$ cat config.mk
export PLATFORM = sky130hd
export DESIGN_NAME = utctime_string_to_epoch_top_flat
export DESIGN_NICKNAME = d
export VERILOG_FILES = /design/src/rtl/utce_pkg.sv /design/src/rtl/utce_if.sv /design/src/rtl/utctime_string_to_epoch_top.sv /design/src/rtl/utce_calc.sv /design/src/flat_wrapper.sv
export SDC_FILE = /design/constraint.sdc
export NUM_CORES = 1
export LEC_CHECK = 0
export BUFFER_PORTS_ARGS = -buffer_cell sky130_fd_sc_hd__buf_2
export CAP_MARGIN = 30
export CORE_MARGIN = 2
export CORE_UTILIZATION = 38
export DETAILED_ROUTE_END_ITERATION = 8
export HOLD_SLACK_MARGIN = 0.15
export SLEW_MARGIN = 20
export SYNTH_ARGS = -nofsm -noshare
export SYNTH_HDL_FRONTEND = slang
export SYNTH_HIERARCHICAL = 1
export SYNTH_SLANG_ARGS = --single-unit
$ cat constraint.sdc
create_clock -name clk -period 12.4 [get_ports clk]
set_clock_uncertainty 0.2 [all_clocks]
set_input_delay 2.48 -clock clk [delete_from_list [all_inputs] [get_ports clk]]
set_output_delay 2.48 -clock clk [all_outputs]
set_load 0.005 [all_outputs]
$ cat src/rtl/utce_pkg.sv
// Shared constants, types and helper functions for the UTC time string converter.
`default_nettype none

package utce_pkg;

    localparam int CHAR_W      = 8;
    localparam int YEAR_W      = 12;
    localparam int FIELD_W     = 7;
    localparam int DIGIT_W     = 4;
    localparam int CNT_W       = 4;
    localparam int EPOCH_W     = 40;
    localparam int DAYS_W      = 23;
    localparam int HMS_W       = 19;
    localparam int DOE_W       = 18;

    localparam logic [CNT_W-1:0] MAX_CHARS   = 4'd12;
    localparam logic [CNT_W-1:0] FIELD_CHARS = 4'd12;
    localparam logic [CNT_W-1:0] COUNT_SAT   = 4'd13;
    localparam logic [CNT_W-1:0] MIN_CHARS   = 4'd2;
    localparam logic [CNT_W-1:0] MONTH_CHARS = 4'd4;

    localparam logic [YEAR_W-1:0] YEAR_RESET = 12'd2000;

    localparam logic [CHAR_W-1:0] ASCII_ZERO = 8'h30;
    localparam logic [CHAR_W-1:0] ASCII_NINE = 8'h39;

    // Multiplier constants (operand b of the shared unit)
    localparam logic [17:0] RECIP_100      = 18'd5243;    // x/100 = (x*5243) >> 19
    localparam logic [17:0] RECIP_400      = 18'd5243;    // x/400 = (x*5243) >> 21
    localparam logic [17:0] DAYS_PER_YEAR  = 18'd365;
    localparam logic [17:0] DAYS_PER_ERA   = 18'd146097;
    localparam logic [17:0] SECS_PER_HOUR  = 18'd3600;
    localparam logic [17:0] SECS_PER_DAY   = 18'd86400;
    localparam logic [19:0] EPOCH_DAY_OFFSET = 20'd719468;

    localparam logic signed [14:0] WINDOW  = 15'sd50;
    localparam logic signed [14:0] CENTURY = 15'sd100;
    localparam logic signed [14:0] ERA_BIAS = 15'sd400;

    typedef enum logic [3:0] {
        CALC_IDLE,
        CALC_CENT,
        CALC_YEAR,
        CALC_ERA,
        CALC_YOE,
        CALC_C100,
        CALC_DOE,
        CALC_DAYS,
        CALC_HMS,
        CALC_TOTAL
    } calc_state_t;

    typedef struct packed {
        logic [FIELD_W-1:0] year_offset;
        logic [FIELD_W-1:0] month;
        logic [FIELD_W-1:0] day;
        logic [FIELD_W-1:0] hour;
        logic [FIELD_W-1:0] minute;
        logic [FIELD_W-1:0] second;
    } utce_fields_t;

    typedef struct packed {
        logic busy;
        logic done;
    } utce_status_t;

    // Day of year at the first of a March-based month (0 = March)
    function automatic logic [8:0] doy_of(input logic [3:0] mp);
        logic [8:0] d;
        begin
            case (mp)
                4'd0:    d = 9'd0;
                4'd1:    d = 9'd31;
                4'd2:    d = 9'd61;
                4'd3:    d = 9'd92;
                4'd4:    d = 9'd122;
                4'd5:    d = 9'd153;
                4'd6:    d = 9'd184;
                4'd7:    d = 9'd214;
                4'd8:    d = 9'd245;
                4'd9:    d = 9'd275;
                4'd10:   d = 9'd306;
                4'd11:   d = 9'd337;
                default: d = 9'd0;
            endcase
            return d;
        end
    endfunction

    // Quotient by twelve for values 0..98
    function automatic logic [3:0] div12(input logic [FIELD_W-1:0] x);
        logic [12:0] p;
        begin
            p = {6'b0, x} * 13'd43;
            return p[12:9];
        end
    endfunction

endpackage

`default_nettype wire

$ cat src/rtl/utce_if.sv
// Channel interfaces: characters in, epoch results out, reference year writes.
`default_nettype none

interface utce_char_if;
    logic                         valid;
    logic                         ready;
    logic [utce_pkg::CHAR_W-1:0]  char_code;
    logic                         last_char;

    modport source (output valid, char_code, last_char, input ready);
    modport sink   (input valid, char_code, last_char, output ready);
endinterface

interface utce_result_if;
    logic                                valid;
    logic                                ready;
    logic signed [utce_pkg::EPOCH_W-1:0] epoch_seconds;
    logic                                parse_failed;

    modport source (output valid, epoch_seconds, parse_failed, input ready);
    modport sink   (input valid, epoch_seconds, parse_failed, output ready);
endinterface

interface utce_cfg_if;
    logic                         valid;
    logic                         ready;
    logic [utce_pkg::YEAR_W-1:0]  reference_year;

    modport source (output valid, reference_year, input ready);
    modport sink   (input valid, reference_year, output ready);
endinterface

`default_nettype wire

$ cat src/rtl/utctime_string_to_epoch_top.sv
// Top level: YYMMDDhhmmss character stream to Unix epoch seconds.
//
// chars  : one ASCII character per beat, last_char marks the end of a string.
// result : one beat per string, epoch_seconds (signed, UTC) and parse_failed.
// cfg    : writes reference_year, the year two-digit years are windowed around
//          (within fifty years). Write only while no string is in flight.
// Ordinary characters are taken one per cycle while chars is ready, and produce no beat.
// A marked character that fails the format check (length, non-digit, month 00)
// gives its result in the cycle after it is taken, with epoch_seconds zero.
// A good string enters the conversion sequencer, which steps through CENT, YEAR,
// ERA, YOE, C100, DOE, DAYS, HMS and TOTAL around the shared multiply-add unit;
// the result is registered as TOTAL ends. chars is held off while the sequencer
// is busy, so one string is converted at a time.
// A result waiting on a stalled receiver holds; chars stays ready only while
// the result register is empty or being drained.
// Reset clears the string state and the result valid flag and sets the
// reference year to 2000.
`default_nettype none

module utctime_string_to_epoch_top (
    input  wire logic     clk,
    input  wire logic     rst_n,
    utce_char_if.sink     chars,
    utce_result_if.source result,
    utce_cfg_if.sink      cfg
);

    logic [utce_pkg::YEAR_W-1:0]  reference_year_reg;

    logic [utce_pkg::CNT_W-1:0]   char_count_reg;
    logic [utce_pkg::CNT_W-1:0]   char_count_next;
    logic [utce_pkg::DIGIT_W-1:0] pending_digit_reg;
    logic [utce_pkg::DIGIT_W-1:0] pending_digit_next;
    logic                         bad_pair_reg;
    logic                         bad_pair_next;
    utce_pkg::utce_fields_t       fields_reg;
    utce_pkg::utce_fields_t       fields_next;

    logic                                result_valid_reg;
    logic signed [utce_pkg::EPOCH_W-1:0] epoch_reg;
    logic                                failed_reg;

    utce_pkg::utce_status_t              calc_status;
    logic signed [utce_pkg::EPOCH_W-1:0] calc_total;

    logic                         char_accept;
    logic                         is_digit;
    logic [utce_pkg::DIGIT_W-1:0] digit;
    logic [utce_pkg::FIELD_W-1:0] pair_value;
    logic                         fail_now;
    logic                         calc_start;
    logic                         clear_string;

    assign cfg.ready   = 1'b1;
    assign chars.ready = !calc_status.busy && (!result_valid_reg || result.ready);
    assign char_accept = chars.valid && chars.ready;

    assign is_digit   = (chars.char_code >= utce_pkg::ASCII_ZERO)
                     && (chars.char_code <= utce_pkg::ASCII_NINE);
    assign digit      = is_digit ? 4'(chars.char_code - utce_pkg::ASCII_ZERO) : '0;
    assign pair_value = {pending_digit_reg, 3'b0} + {2'b0, pending_digit_reg, 1'b0}
                      + {3'b0, digit};

    always_comb
    begin
        pending_digit_next = pending_digit_reg;
        bad_pair_next      = bad_pair_reg;
        fields_next        = fields_reg;
        char_count_next    = char_count_reg;
        if (char_count_reg < utce_pkg::FIELD_CHARS)
        begin
            if (!is_digit)
            begin
                bad_pair_next = 1'b1;
            end
            if (!char_count_reg[0])
            begin
                pending_digit_next = digit;
            end
            else
            begin
                case (char_count_reg[3:1])
                    3'd0:    fields_next.year_offset = pair_value;
                    3'd1:    fields_next.month       = pair_value;
                    3'd2:    fields_next.day         = pair_value;
                    3'd3:    fields_next.hour        = pair_value;
                    3'd4:    fields_next.minute      = pair_value;
                    default: fields_next.second      = pair_value;
                endcase
            end
        end
        if (char_count_reg < utce_pkg::COUNT_SAT)
        begin
            char_count_next = char_count_reg + 4'd1;
        end
    end

    assign fail_now = (char_count_next < utce_pkg::MIN_CHARS)
                   || (char_count_next > utce_pkg::MAX_CHARS)
                   || char_count_next[0]
                   || bad_pair_next
                   || ((char_count_next >= utce_pkg::MONTH_CHARS) && (fields_next.month == '0));

    assign calc_start   = char_accept && chars.last_char && !fail_now;
    assign clear_string = (char_accept && chars.last_char && fail_now) || calc_status.done;

    utce_calc u_calc (
        .clk            (clk),
        .rst_n          (rst_n),
        .start          (calc_start),
        .reference_year (reference_year_reg),
        .fields         (fields_reg),
        .status         (calc_status),
        .total          (calc_total)
    );

    always_ff @(posedge clk or negedge rst_n)
    begin
        if (!rst_n)
        begin
            reference_year_reg <= utce_pkg::YEAR_RESET;
        end
        else if (cfg.valid && cfg.ready)
        begin
            reference_year_reg <= cfg.reference_year;
        end
    end

    // String state: accumulate on each beat, drop back to defaults once consumed
    always_ff @(posedge clk or negedge rst_n)
    begin
        if (!rst_n)
        begin
            char_count_reg         <= '0;
            pending_digit_reg      <= '0;
            bad_pair_reg           <= 1'b0;
            fields_reg.year_offset <= '0;
            fields_reg.month       <= 7'd1;
            fields_reg.day         <= 7'd1;
            fields_reg.hour        <= '0;
            fields_reg.minute      <= '0;
            fields_reg.second      <= '0;
        end
        else if (clear_string)
        begin
            char_count_reg         <= '0;
            pending_digit_reg      <= '0;
            bad_pair_reg           <= 1'b0;
            fields_reg.year_offset <= '0;
            fields_reg.month       <= 7'd1;
            fields_reg.day         <= 7'd1;
            fields_reg.hour        <= '0;
            fields_reg.minute      <= '0;
            fields_reg.second      <= '0;
        end
        else if (char_accept)
        begin
            char_count_reg    <= char_count_next;
            pending_digit_reg <= pending_digit_next;
            bad_pair_reg      <= bad_pair_next;
            fields_reg        <= fields_next;
        end
    end

    always_ff @(posedge clk or negedge rst_n)
    begin
        if (!rst_n)
        begin
            result_valid_reg <= 1'b0;
        end
        else if ((char_accept && chars.last_char && fail_now) || calc_status.done)
        begin
            result_valid_reg <= 1'b1;
        end
        else if (result.ready)
        begin
            result_valid_reg <= 1'b0;
        end
    end

    always_ff @(posedge clk)
    begin
        if (calc_status.done)
        begin
            epoch_reg  <= calc_total;
            failed_reg <= 1'b0;
        end
        else if (char_accept && chars.last_char && fail_now)
        begin
            epoch_reg  <= '0;
            failed_reg <= 1'b1;
        end
    end

    assign result.valid         = result_valid_reg;
    assign result.epoch_seconds = epoch_reg;
    assign result.parse_failed  = failed_reg;

    // The result register must be empty when the sequencer finishes
    assert property (@(posedge clk) disable iff (!rst_n)
        calc_status.done |-> !result_valid_reg)
    else $error("conversion finished while a result was still pending");

    // A good string takes a fixed walk through the sequencer
    assert property (@(posedge clk) disable iff (!rst_n)
        calc_start |-> ##9 calc_status.done)
    else $error("conversion did not finish on schedule");

    // A rejected string reports zero seconds
    assert property (@(posedge clk) disable iff (!rst_n)
        (result_valid_reg && failed_reg) |-> (epoch_reg == '0))
    else $error("failed result carries nonzero seconds");

    // No character is taken while the sequencer runs
    assert property (@(posedge clk) disable iff (!rst_n)
        calc_start |=> !chars.ready)
    else $error("character accepted during conversion");

endmodule

`default_nettype wire

$ cat src/rtl/utce_calc.sv
// Calendar-to-seconds sequencer built around one shared multiply-add unit.
`default_nettype none

module utce_calc (
    input  wire logic                                 clk,
    input  wire logic                                 rst_n,
    input  wire logic                                 start,
    input  wire logic [utce_pkg::YEAR_W-1:0]          reference_year,
    input  wire utce_pkg::utce_fields_t               fields,
    output utce_pkg::utce_status_t                    status,
    output logic signed [utce_pkg::EPOCH_W-1:0]       total
);

    utce_pkg::calc_state_t state_reg;
    utce_pkg::calc_state_t state_next;

    logic [5:0]                         cent_reg;
    logic [12:0]                        yy400_reg;
    logic [3:0]                         mp_reg;
    logic [3:0]                         era1_reg;
    logic [8:0]                         yoe_reg;
    logic [1:0]                         c100_reg;
    logic [utce_pkg::DOE_W-1:0]         doe_reg;
    logic signed [utce_pkg::DAYS_W-1:0] days_reg;
    logic [utce_pkg::HMS_W-1:0]         hms_reg;

    // Shared multiplier
    logic signed [23:0] mul_a;
    logic [17:0]        mul_b;
    logic signed [42:0] prod;

    assign prod = mul_a * $signed({1'b0, mul_b});

    // Year windowing and month carry
    logic [12:0]                 cent_base;
    logic signed [14:0]          year_raw;
    logic signed [14:0]          year_diff;
    logic signed [14:0]          year_win;
    logic [utce_pkg::FIELD_W-1:0] mon0;
    logic [3:0]                  mon_carry;
    logic [6:0]                  mon_carry12;
    logic [3:0]                  mon_idx;
    logic signed [14:0]          year_adj;
    logic signed [14:0]          yy;
    logic signed [14:0]          yy400;
    logic [3:0]                  mp;

    assign cent_base = {1'b0, cent_reg, 6'b0} + {2'b0, cent_reg, 5'b0} + {5'b0, cent_reg, 2'b0};
    assign year_raw  = $signed({2'b0, cent_base}) + $signed({8'b0, fields.year_offset});
    assign year_diff = year_raw - $signed({3'b0, reference_year});

    always_comb
    begin
        if (year_diff > utce_pkg::WINDOW)
        begin
            year_win = year_raw - utce_pkg::CENTURY;
        end
        else if (year_diff < -utce_pkg::WINDOW)
        begin
            year_win = year_raw + utce_pkg::CENTURY;
        end
        else
        begin
            year_win = year_raw;
        end
    end

    assign mon0        = fields.month - 7'd1;
    assign mon_carry   = utce_pkg::div12(mon0);
    assign mon_carry12 = {mon_carry, 3'b0} + {1'b0, mon_carry, 2'b0};
    assign mon_idx     = 4'(mon0 - mon_carry12);
    assign year_adj    = year_win + $signed({11'b0, mon_carry});
    // January and February count in the previous March-based year
    assign yy          = (mon_idx < 4'd2) ? year_adj - 15'sd1 : year_adj;
    assign yy400       = yy + utce_pkg::ERA_BIAS;
    assign mp          = (mon_idx < 4'd2) ? mon_idx + 4'd10 : mon_idx - 4'd2;

    // Year of era
    logic [12:0] era400;
    logic [12:0] yoe_full;

    assign era400   = {1'b0, era1_reg, 8'b0} + {2'b0, era1_reg, 7'b0} + {5'b0, era1_reg, 4'b0};
    assign yoe_full = yy400_reg - era400;

    // Day of era, day count, seconds within the day
    logic [utce_pkg::DOE_W-1:0]         doe_sum;
    logic signed [utce_pkg::DAYS_W-1:0] days_sum;
    logic [12:0]                        min_secs;
    logic [utce_pkg::HMS_W-1:0]         hms_sum;
    logic signed [42:0]                 total_sum;

    assign doe_sum  = prod[utce_pkg::DOE_W-1:0] + {11'b0, yoe_reg[8:2]} - {16'b0, c100_reg}
                    + {9'b0, utce_pkg::doy_of(mp_reg)};
    assign days_sum = $signed(prod[utce_pkg::DAYS_W-1:0]) + $signed({5'b0, doe_reg})
                    - $signed({3'b0, utce_pkg::EPOCH_DAY_OFFSET})
                    + $signed({16'b0, fields.day}) - 23'sd1;
    assign min_secs = {fields.minute, 6'b0} - {4'b0, fields.minute, 2'b0};
    assign hms_sum  = prod[utce_pkg::HMS_W-1:0] + {6'b0, min_secs} + {12'b0, fields.second};
    assign total_sum = prod + $signed({24'b0, hms_reg});
    assign total     = total_sum[utce_pkg::EPOCH_W-1:0];

    always_ff @(posedge clk or negedge rst_n)
    begin
        if (!rst_n)
        begin
            state_reg <= utce_pkg::CALC_IDLE;
        end
        else
        begin
            state_reg <= state_next;
        end
    end

    always_comb
    begin
        state_next  = state_reg;
        mul_a       = '0;
        mul_b       = '0;
        status.busy = (state_reg != utce_pkg::CALC_IDLE);
        status.done = 1'b0;
        case (state_reg)
            utce_pkg::CALC_IDLE:
            begin
                if (start)
                begin
                    state_next = utce_pkg::CALC_CENT;
                end
            end
            utce_pkg::CALC_CENT:
            begin
                mul_a      = $signed({12'b0, reference_year});
                mul_b      = utce_pkg::RECIP_100;
                state_next = utce_pkg::CALC_YEAR;
            end
            utce_pkg::CALC_YEAR:
            begin
                state_next = utce_pkg::CALC_ERA;
            end
            utce_pkg::CALC_ERA:
            begin
                mul_a      = $signed({11'b0, yy400_reg});
                mul_b      = utce_pkg::RECIP_400;
                state_next = utce_pkg::CALC_YOE;
            end
            utce_pkg::CALC_YOE:
            begin
                state_next = utce_pkg::CALC_C100;
            end
            utce_pkg::CALC_C100:
            begin
                mul_a      = $signed({15'b0, yoe_reg});
                mul_b      = utce_pkg::RECIP_100;
                state_next = utce_pkg::CALC_DOE;
            end
            utce_pkg::CALC_DOE:
            begin
                mul_a      = $signed({15'b0, yoe_reg});
                mul_b      = utce_pkg::DAYS_PER_YEAR;
                state_next = utce_pkg::CALC_DAYS;
            end
            utce_pkg::CALC_DAYS:
            begin
                mul_a      = $signed({20'b0, era1_reg}) - 24'sd1;
                mul_b      = utce_pkg::DAYS_PER_ERA;
                state_next = utce_pkg::CALC_HMS;
            end
            utce_pkg::CALC_HMS:
            begin
                mul_a      = $signed({17'b0, fields.hour});
                mul_b      = utce_pkg::SECS_PER_HOUR;
                state_next = utce_pkg::CALC_TOTAL;
            end
            utce_pkg::CALC_TOTAL:
            begin
                mul_a       = $signed({days_reg[utce_pkg::DAYS_W-1], days_reg});
                mul_b       = utce_pkg::SECS_PER_DAY;
                status.done = 1'b1;
                state_next  = utce_pkg::CALC_IDLE;
            end
            default:
            begin
                state_next = utce_pkg::CALC_IDLE;
            end
        endcase
    end

    always_ff @(posedge clk)
    begin
        case (state_reg)
            utce_pkg::CALC_CENT:
            begin
                cent_reg <= prod[24:19];
            end
            utce_pkg::CALC_YEAR:
            begin
                yy400_reg <= yy400[12:0];
                mp_reg    <= mp;
            end
            utce_pkg::CALC_ERA:
            begin
                era1_reg <= prod[24:21];
            end
            utce_pkg::CALC_YOE:
            begin
                yoe_reg <= yoe_full[8:0];
            end
            utce_pkg::CALC_C100:
            begin
                c100_reg <= prod[20:19];
            end
            utce_pkg::CALC_DOE:
            begin
                doe_reg <= doe_sum;
            end
            utce_pkg::CALC_DAYS:
            begin
                days_reg <= days_sum;
            end
            utce_pkg::CALC_HMS:
            begin
                hms_reg <= hms_sum;
            end
            default:
            begin
            end
        endcase
    end

endmodule

`default_nettype wire
$ cat src/flat_wrapper.sv
// flat-port wrapper written by rule: the top's interface ports become plain ports
module utctime_string_to_epoch_top_flat 
  (clk, rst_n, chars_valid, chars_char_code, chars_last_char, chars_ready, result_valid, result_epoch_seconds, result_parse_failed, result_ready, cfg_valid, cfg_reference_year, cfg_ready);
  utce_char_if chars_i ();
  utce_result_if result_i ();
  utce_cfg_if cfg_i ();
  input  wire logic clk;
  input  wire logic rst_n;
  input wire logic [$bits(chars_i.valid)-1:0] chars_valid;
  input wire logic [$bits(chars_i.char_code)-1:0] chars_char_code;
  input wire logic [$bits(chars_i.last_char)-1:0] chars_last_char;
  output wire logic [$bits(chars_i.ready)-1:0] chars_ready;
  output wire logic [$bits(result_i.valid)-1:0] result_valid;
  output wire logic [$bits(result_i.epoch_seconds)-1:0] result_epoch_seconds;
  output wire logic [$bits(result_i.parse_failed)-1:0] result_parse_failed;
  input wire logic [$bits(result_i.ready)-1:0] result_ready;
  input wire logic [$bits(cfg_i.valid)-1:0] cfg_valid;
  input wire logic [$bits(cfg_i.reference_year)-1:0] cfg_reference_year;
  output wire logic [$bits(cfg_i.ready)-1:0] cfg_ready;
  assign chars_i.valid = chars_valid;
  assign chars_i.char_code = chars_char_code;
  assign chars_i.last_char = chars_last_char;
  assign chars_ready = chars_i.ready;
  assign result_valid = result_i.valid;
  assign result_epoch_seconds = result_i.epoch_seconds;
  assign result_parse_failed = result_i.parse_failed;
  assign result_i.ready = result_ready;
  assign cfg_i.valid = cfg_valid;
  assign cfg_i.reference_year = cfg_reference_year;
  assign cfg_ready = cfg_i.ready;
  utctime_string_to_epoch_top u_core (.clk(clk), .rst_n(rst_n), .chars(chars_i), .result(result_i), .cfg(cfg_i));
endmodule
==> impl_metrics.ini, run 1 <==
[run_status]
outcome = finished, final reports clean

[logic_synthesis]
synth_most_common_cell = inv_1
synth_top_cell_area_share_pct = 26.52
synth_largest_area_cell = fa_1
yosys_warnings = 6
synthFlopType = edfxtp_1
yosysUniqueCellTypes = 98
ys_ff_latch = 216
synth_edf_count = 138
netlist_top_cells_count = inv_1, fa_1, ha_1
async_reset_ff_share_pct = 31.48
ys_seq_area_share_pct = 19.33
syn_area_per_cell_um2 = 9.494
syn_inst = 3300
synth_area_leaders = fa_1, ha_1, edfxtp_1
syn-cell-area_mm2 = 0.03133

[cells_and_area]
num-fill-cells = 8057
largest_reg_flops = 42
regArea_mm2 = 0.006056
syn_to_final_growth_pct = 8.874
drive_gt1_share_pct = 6.482
multi_input_area_mm2 = 0.02227
diodes = 0
nets = 4209
final_util_pct = 41.67
post-route-cell-area_mm2 = 0.03411

[critical_path]
worstPathRequired_ps = 12510
cp_slowest_stage_delay_ps = 630
worstReg2RegStart = u_core/u_calc/state_reg[0]
arrival_ps = 10760
r2r_cells = 40
r2r-end = u_core/result.epoch_seconds[39]
cp-start-kind = flip-flop
cp_top_family = simple AND/OR/NAND/NOR gates
worst-setup-path-type = reg -> reg
endpoint_kind = flip-flop
cpMaxStageDelayCell = xnor2_1
r2r_setup_slack_ps = 1750
critPathBufInv = 7
cp_max_fo = 66

[clock_tree]
cts_buffers = 26
cts_tree = built
cts.reportedPaths.clkPinSlew_ps = 60
cts.sinks = 216
clkLatencyLatePin_ps = 560
holdBufCountCts = 0
htreeDepth = 1
cts_buffer_depth = 3
root_buffer = clkbuf_16
ctsResizeCount = 0
postCtsSetupBuffers = 0

[timing]
finalCritPeriodShare_pct = 85.88
slew_viol_final = 0
setup_viol = 0
rsz0062_at_grt = no
max_slew_margin_pct = 35.43
holdWs_ps = 257.4
tns_ps = 0
fmax_ghz = 0.09390
hold_violations = 0
timing.final.crit_period_ps = 10650
worst_slew_pin_slew_ps = 968.5

[worst_hold_path]
min_from = u_core/result.parse_failed
holdPathStages = 2
min_path_type = reg -> reg
min_to = u_core/result.parse_failed

[drt]
routedWlPerCell_um = 17.20
drt_iter0_markers = 1323
ant_nets = 0
drc = 0
vias = 22460
routed_wl_um = 77320
dr.pass1.iters = 7
vias_per_cell = 4.997

[die]
io_pins = 70
die_y_um = 291.1
die_x_um = 291.1
die_area_mm2 = 0.08476
start_util_pct = 38.28
core_area_mm2 = 0.08185
num_rows = 105

[placed_design]
placed_area_mm2 = 0.03318
hpwl_um = 64400
port_buffers = 68
globalplace.congestion = 0.9280

[flow_run]
maxCapViolCount = 0

[grt]
grt_start_max_net_pins = 69
grt_usage_pct = 18.73
antenna_found_initial = 1
grt_overflow = 0
grt_pass1_wl_um = 127200
grt_pass1_vias = 23518
layer usage:
layer / part of all wire, % / track usage [%] / vias to the layer above / wire (µm)
met1: 46 / 25.97 / 11123 / 35870
met2: 47 / 31.82 / 446 / 36490
met3: 4.4 / 1.764 / 73 / 3422
li1: - / - / 10818 / -
met4: 2.0 / 3.892 / 0 / 1540
met5: 0 / 0 / - / 0
metrics by stage:
stage / worst slack [ps] / cells
global placement: 1795 / 4443
global route: 889.3 / 4495
finish: 1751 / 4495
detailed placement: 1767 / 4446
floorplan: 2843 / 3357
CTS: 1711 / 4494
cell usage in the layout, fill, tap and decap left out, drive strengths merged, types with 71 or more instances in the layout:
| cell | instances |
|---|---|
| nand3 | 71 |
| edfxtp | 138 |
| nand2 | 141 |
| o21ai | 89 |
| ha | 363 |
| a21oi | 125 |
| fa | 415 |
| and2 | 80 |
| nor2 | 201 |
| xnor2 | 148 |
| buf | 94 |
| inv | 788 |
tightest hold or removal path: cells and delay by family (launching register included):
family | cells | cell delay [ps]
compound gates | 1 | 50
buf+inv | 1 | 50
flops | 1 | 320
worst max-delay path by stage:
stage | start | end | slack (ps) | cells after the start
after floorplan | u_core/u_calc/state_reg[2] | u_core/result.epoch_seconds[38] | 2840 | 34
after global placement | u_core/u_calc/state_reg[0] | u_core/result.epoch_seconds[38] | 1800 | 34
after detailed placement | u_core/u_calc/state_reg[0] | u_core/result.epoch_seconds[39] | 1770 | 40
after CTS | u_core/u_calc/state_reg[3] | u_core/result.epoch_seconds[39] | 1710 | 40
after global routing | u_core/u_calc/state_reg[0] | u_core/result.epoch_seconds[39] | 890 | 40
final | u_core/u_calc/state_reg[0] | u_core/result.epoch_seconds[39] | 1750 | 40
cells by family after synthesis:
logic type	Yosys count	synth area share, %
compound gates	482	10.62
xor+xnor	194	5.448
fa+ha+maj	778	41.02
buf+inv	862	10.43
flops	216	19.33
mux	51	1.689
other cells	3	0.03594
simple gates	714	11.43
cell type report:
type                            count  area share [%]
Multi-Input combinational cell   2279           65.29
Sequential cell                   216           17.75
Inverter                          788           8.672
Tap cell                         1070           3.925
Clock buffer                       36           2.417
Timing Repair Buffer               94           1.724
Clock inverter                     12          0.2201
Power of run 1 is left out: the tool's default activity adds up to more than one toggle a clock period on the data nets, which glitch-free logic cannot reach.
==> inputs of run 2 (changes only) <==
SYNTH_HIERARCHICAL = unset   (was 1)
==> run 2 against run 1 <==
Sequential cell count is the same. Setup slack lost 22 ps. Clock-buffer cell count grew 2. Synthesized cell count shrank 3.9%. Global-route usage grew 0.53 points. Critical path depth shrank 2. Hold slack gained 23 ps. Utilization grew 0.27 points. Via count shrank 4.9%. Critical endpoint is now u_core.u_calc.days_reg[21]. Highest routed layer unchanged.
==> impl_metrics.ini, run 2 <==
[drt]
drt_iter0_markers = 1260
routedWlPerCell_um = 17.37
drc = 0
dr.pass1.iters = 6
routed_wl_um = 75800
vias = 21363
vias_per_cell = 4.894
ant_nets = 0

[logic_synthesis]
synthFlopType = edfxtp_1
syn_area_per_cell_um2 = 9.575
synthSimpleGateAreaFrac_pct = 10.55
synth_area_leaders = fa_1, ha_1, edfxtp_1
yosys_warnings = 0
async_reset_ff_share_pct = 31.48
synth_most_common_cell = inv_1
syn-cell-area_mm2 = 0.03037
synth-compound-area-share_pct = 9.150
synthMuxAreaShare_pct = 1.747
synth_fa_ha_area_share_pct = 42.35
syn_inst = 3172
synth_top_family_by_area = adder cells
yosysUniqueCellTypes = 86
ys_ff_latch = 216
synthXorXnorAreaFrac_pct = 5.768
synth_edf_count = 138
netlist_top_cells_count = inv_1, fa_1, ha_1
synth_largest_area_cell = fa_1
ys_seq_area_share_pct = 19.94
synth_top_cell_area_share_pct = 27.36

[critical_path]
cp-start-kind = flip-flop
endpoint_kind = flip-flop
worst-setup-path-type = reg -> reg
arrival_ps = 10800
cp_max_fo = 11
worstPathRequired_ps = 12530
crit_top_cell = ha_1
cpMaxStageDelayCell = a211oi_1
cp_slowest_stage_delay_ps = 790

[clock_tree]
postCtsSetupBuffers = 0
holdBufCountCts = 0
clkLatencyLatePin_ps = 620
cts.sinks = 216
cts_tree = built
ctsResizeCount = 0
cts.reportedPaths.clkPinSlew_ps = 70
cts_buffers = 28
htreeDepth = 1
root_buffer = clkbuf_16
cts_buffer_depth = 3

[timing]
tns_ps = 0
fmax_ghz = 0.09371
worst_slew_pin_slew_ps = 1005
max_slew_margin_pct = 32.57
finalCritPeriodShare_pct = 86.06
rsz0062_at_grt = no
setup_viol = 0
timing.final.crit_period_ps = 10670
timing.final.ws_setup_ps = 1729
slew_viol_final = 0
hold_violations = 0

[die]
die_x_um = 286.7
io_pins = 70
num_rows = 103
start_util_pct = 38.44
die_area_mm2 = 0.08220
core_area_mm2 = 0.07900
die_y_um = 286.7

[run_status]
outcome = finished, final reports clean

[placed_design]
hpwl_um = 63460
globalplace.congestion = 0.9281
dp_slack_ps = 1867
port_buffers = 68
placed_area_mm2 = 0.03220

[grt]
antenna_found_initial = 0
grt_overflow = 0
grt_pass1_vias = 22635
grt_pass1_wl_um = 124100
grt_start_max_net_pins = 69
grt_usage_pct = 19.26

[flow_run]
maxCapViolCount = 0

[worst_hold_path]
min_path_type = reg -> reg

[cells_and_area]
syn_to_final_growth_pct = 9.117
largest_reg_flops = 42
post-route-cell-area_mm2 = 0.03314
drive_gt1_share_pct = 6.757
num-fill-cells = 7798
diodes = 0
nets = 4098
regArea_mm2 = 0.006056
final_cell_mix = inv_1, fa_1, ha_1
layout_commonest_cell = inv_1
multi_input_area_mm2 = 0.02138
-- run 2: cell types whose count changed in the layout (fill, tap and decap cells not counted), moves of 7 or more --
cell and delta:
nand2_1 +9, nor2_1 +13, mux2_2 +13, nor4_1 -9, and2_1 -30, mux2i_1 -17, nor3_1 -11, o21ai_0 +11
a21o_1 +13, xor2_1 +9, a211oi_1 -50, a22oi_1 -7, xnor2_1 -7
-- run 2: path summary, 6_finish.rpt --
check | end | start | cells after the start | slack, ps
setup / recovery | u_core.u_calc.days_reg[21] | u_core.u_calc.state_reg[1] | 38 | 1730
hold reg to reg | u_core.result.parse_failed | u_core.result.parse_failed | 2 | 280
min in group asynchronous | u_core.pending_digit_reg[0] | rst_n | 1 | 1520
max in group asynchronous | u_core.reference_year_reg[10] | rst_n | 2 | 9840
hold / removal | u_core.result.parse_failed | u_core.result.parse_failed | 2 | 280
setup reg to reg | u_core.u_calc.days_reg[21] | u_core.u_calc.state_reg[1] | 38 | 1730
-- run 2: worst max-delay path, delay by kind of cell, from the launching register on --
| kind | cells | cell delay (ps) |
|---|---|---|
| buf+inv | 6 | 570 |
| compound gates | 14 | 3500 |
| simple gates | 5 | 1070 |
| fa+ha+maj | 11 | 3890 |
| xor+xnor | 2 | 680 |
| flops | 1 | 470 |
-- run 2: layout make-up --
class	count	share of cell area, %
clock buffers	38	2.416
clock inverters	14	0.3134
inverters	783	8.869
multi-input cells	2173	64.52
flip-flops and latches	216	18.27
well taps	1050	3.964
repair buffers	91	1.646
-- run 2: kinds of logic after synthesis --
kind of cell    after synthesis
simple gates                665
fa+ha+maj                   779
flops                       216
xor+xnor                    197
buf+inv                     841
mux                          49
other cells                   2
compound gates              423
-- run 2: metal layers --
layer	track usage (%)	wire, µm	vias to the layer above
met4	4.463	1631	0
met3	1.606	3512	77
li1	-	-	10275
met2	32.36	35520	465
met1	26.99	35140	10546
met5	0	0	-
-- run 2: per-stage QoR --
stage / utilization, % / cells / hold WS, ps
final: 41.95 / 4365 / 280.2
after global placement: 40.74 / 4310 / 250.3
after detailed placement: 40.76 / 4311 / 269.9
after global routing: 41.95 / 4365 / 294.7
after floorplan: - / 3230 / 227.3
after CTS: 41.91 / 4363 / 285.1
Power of run 2 is left out for the same reason.
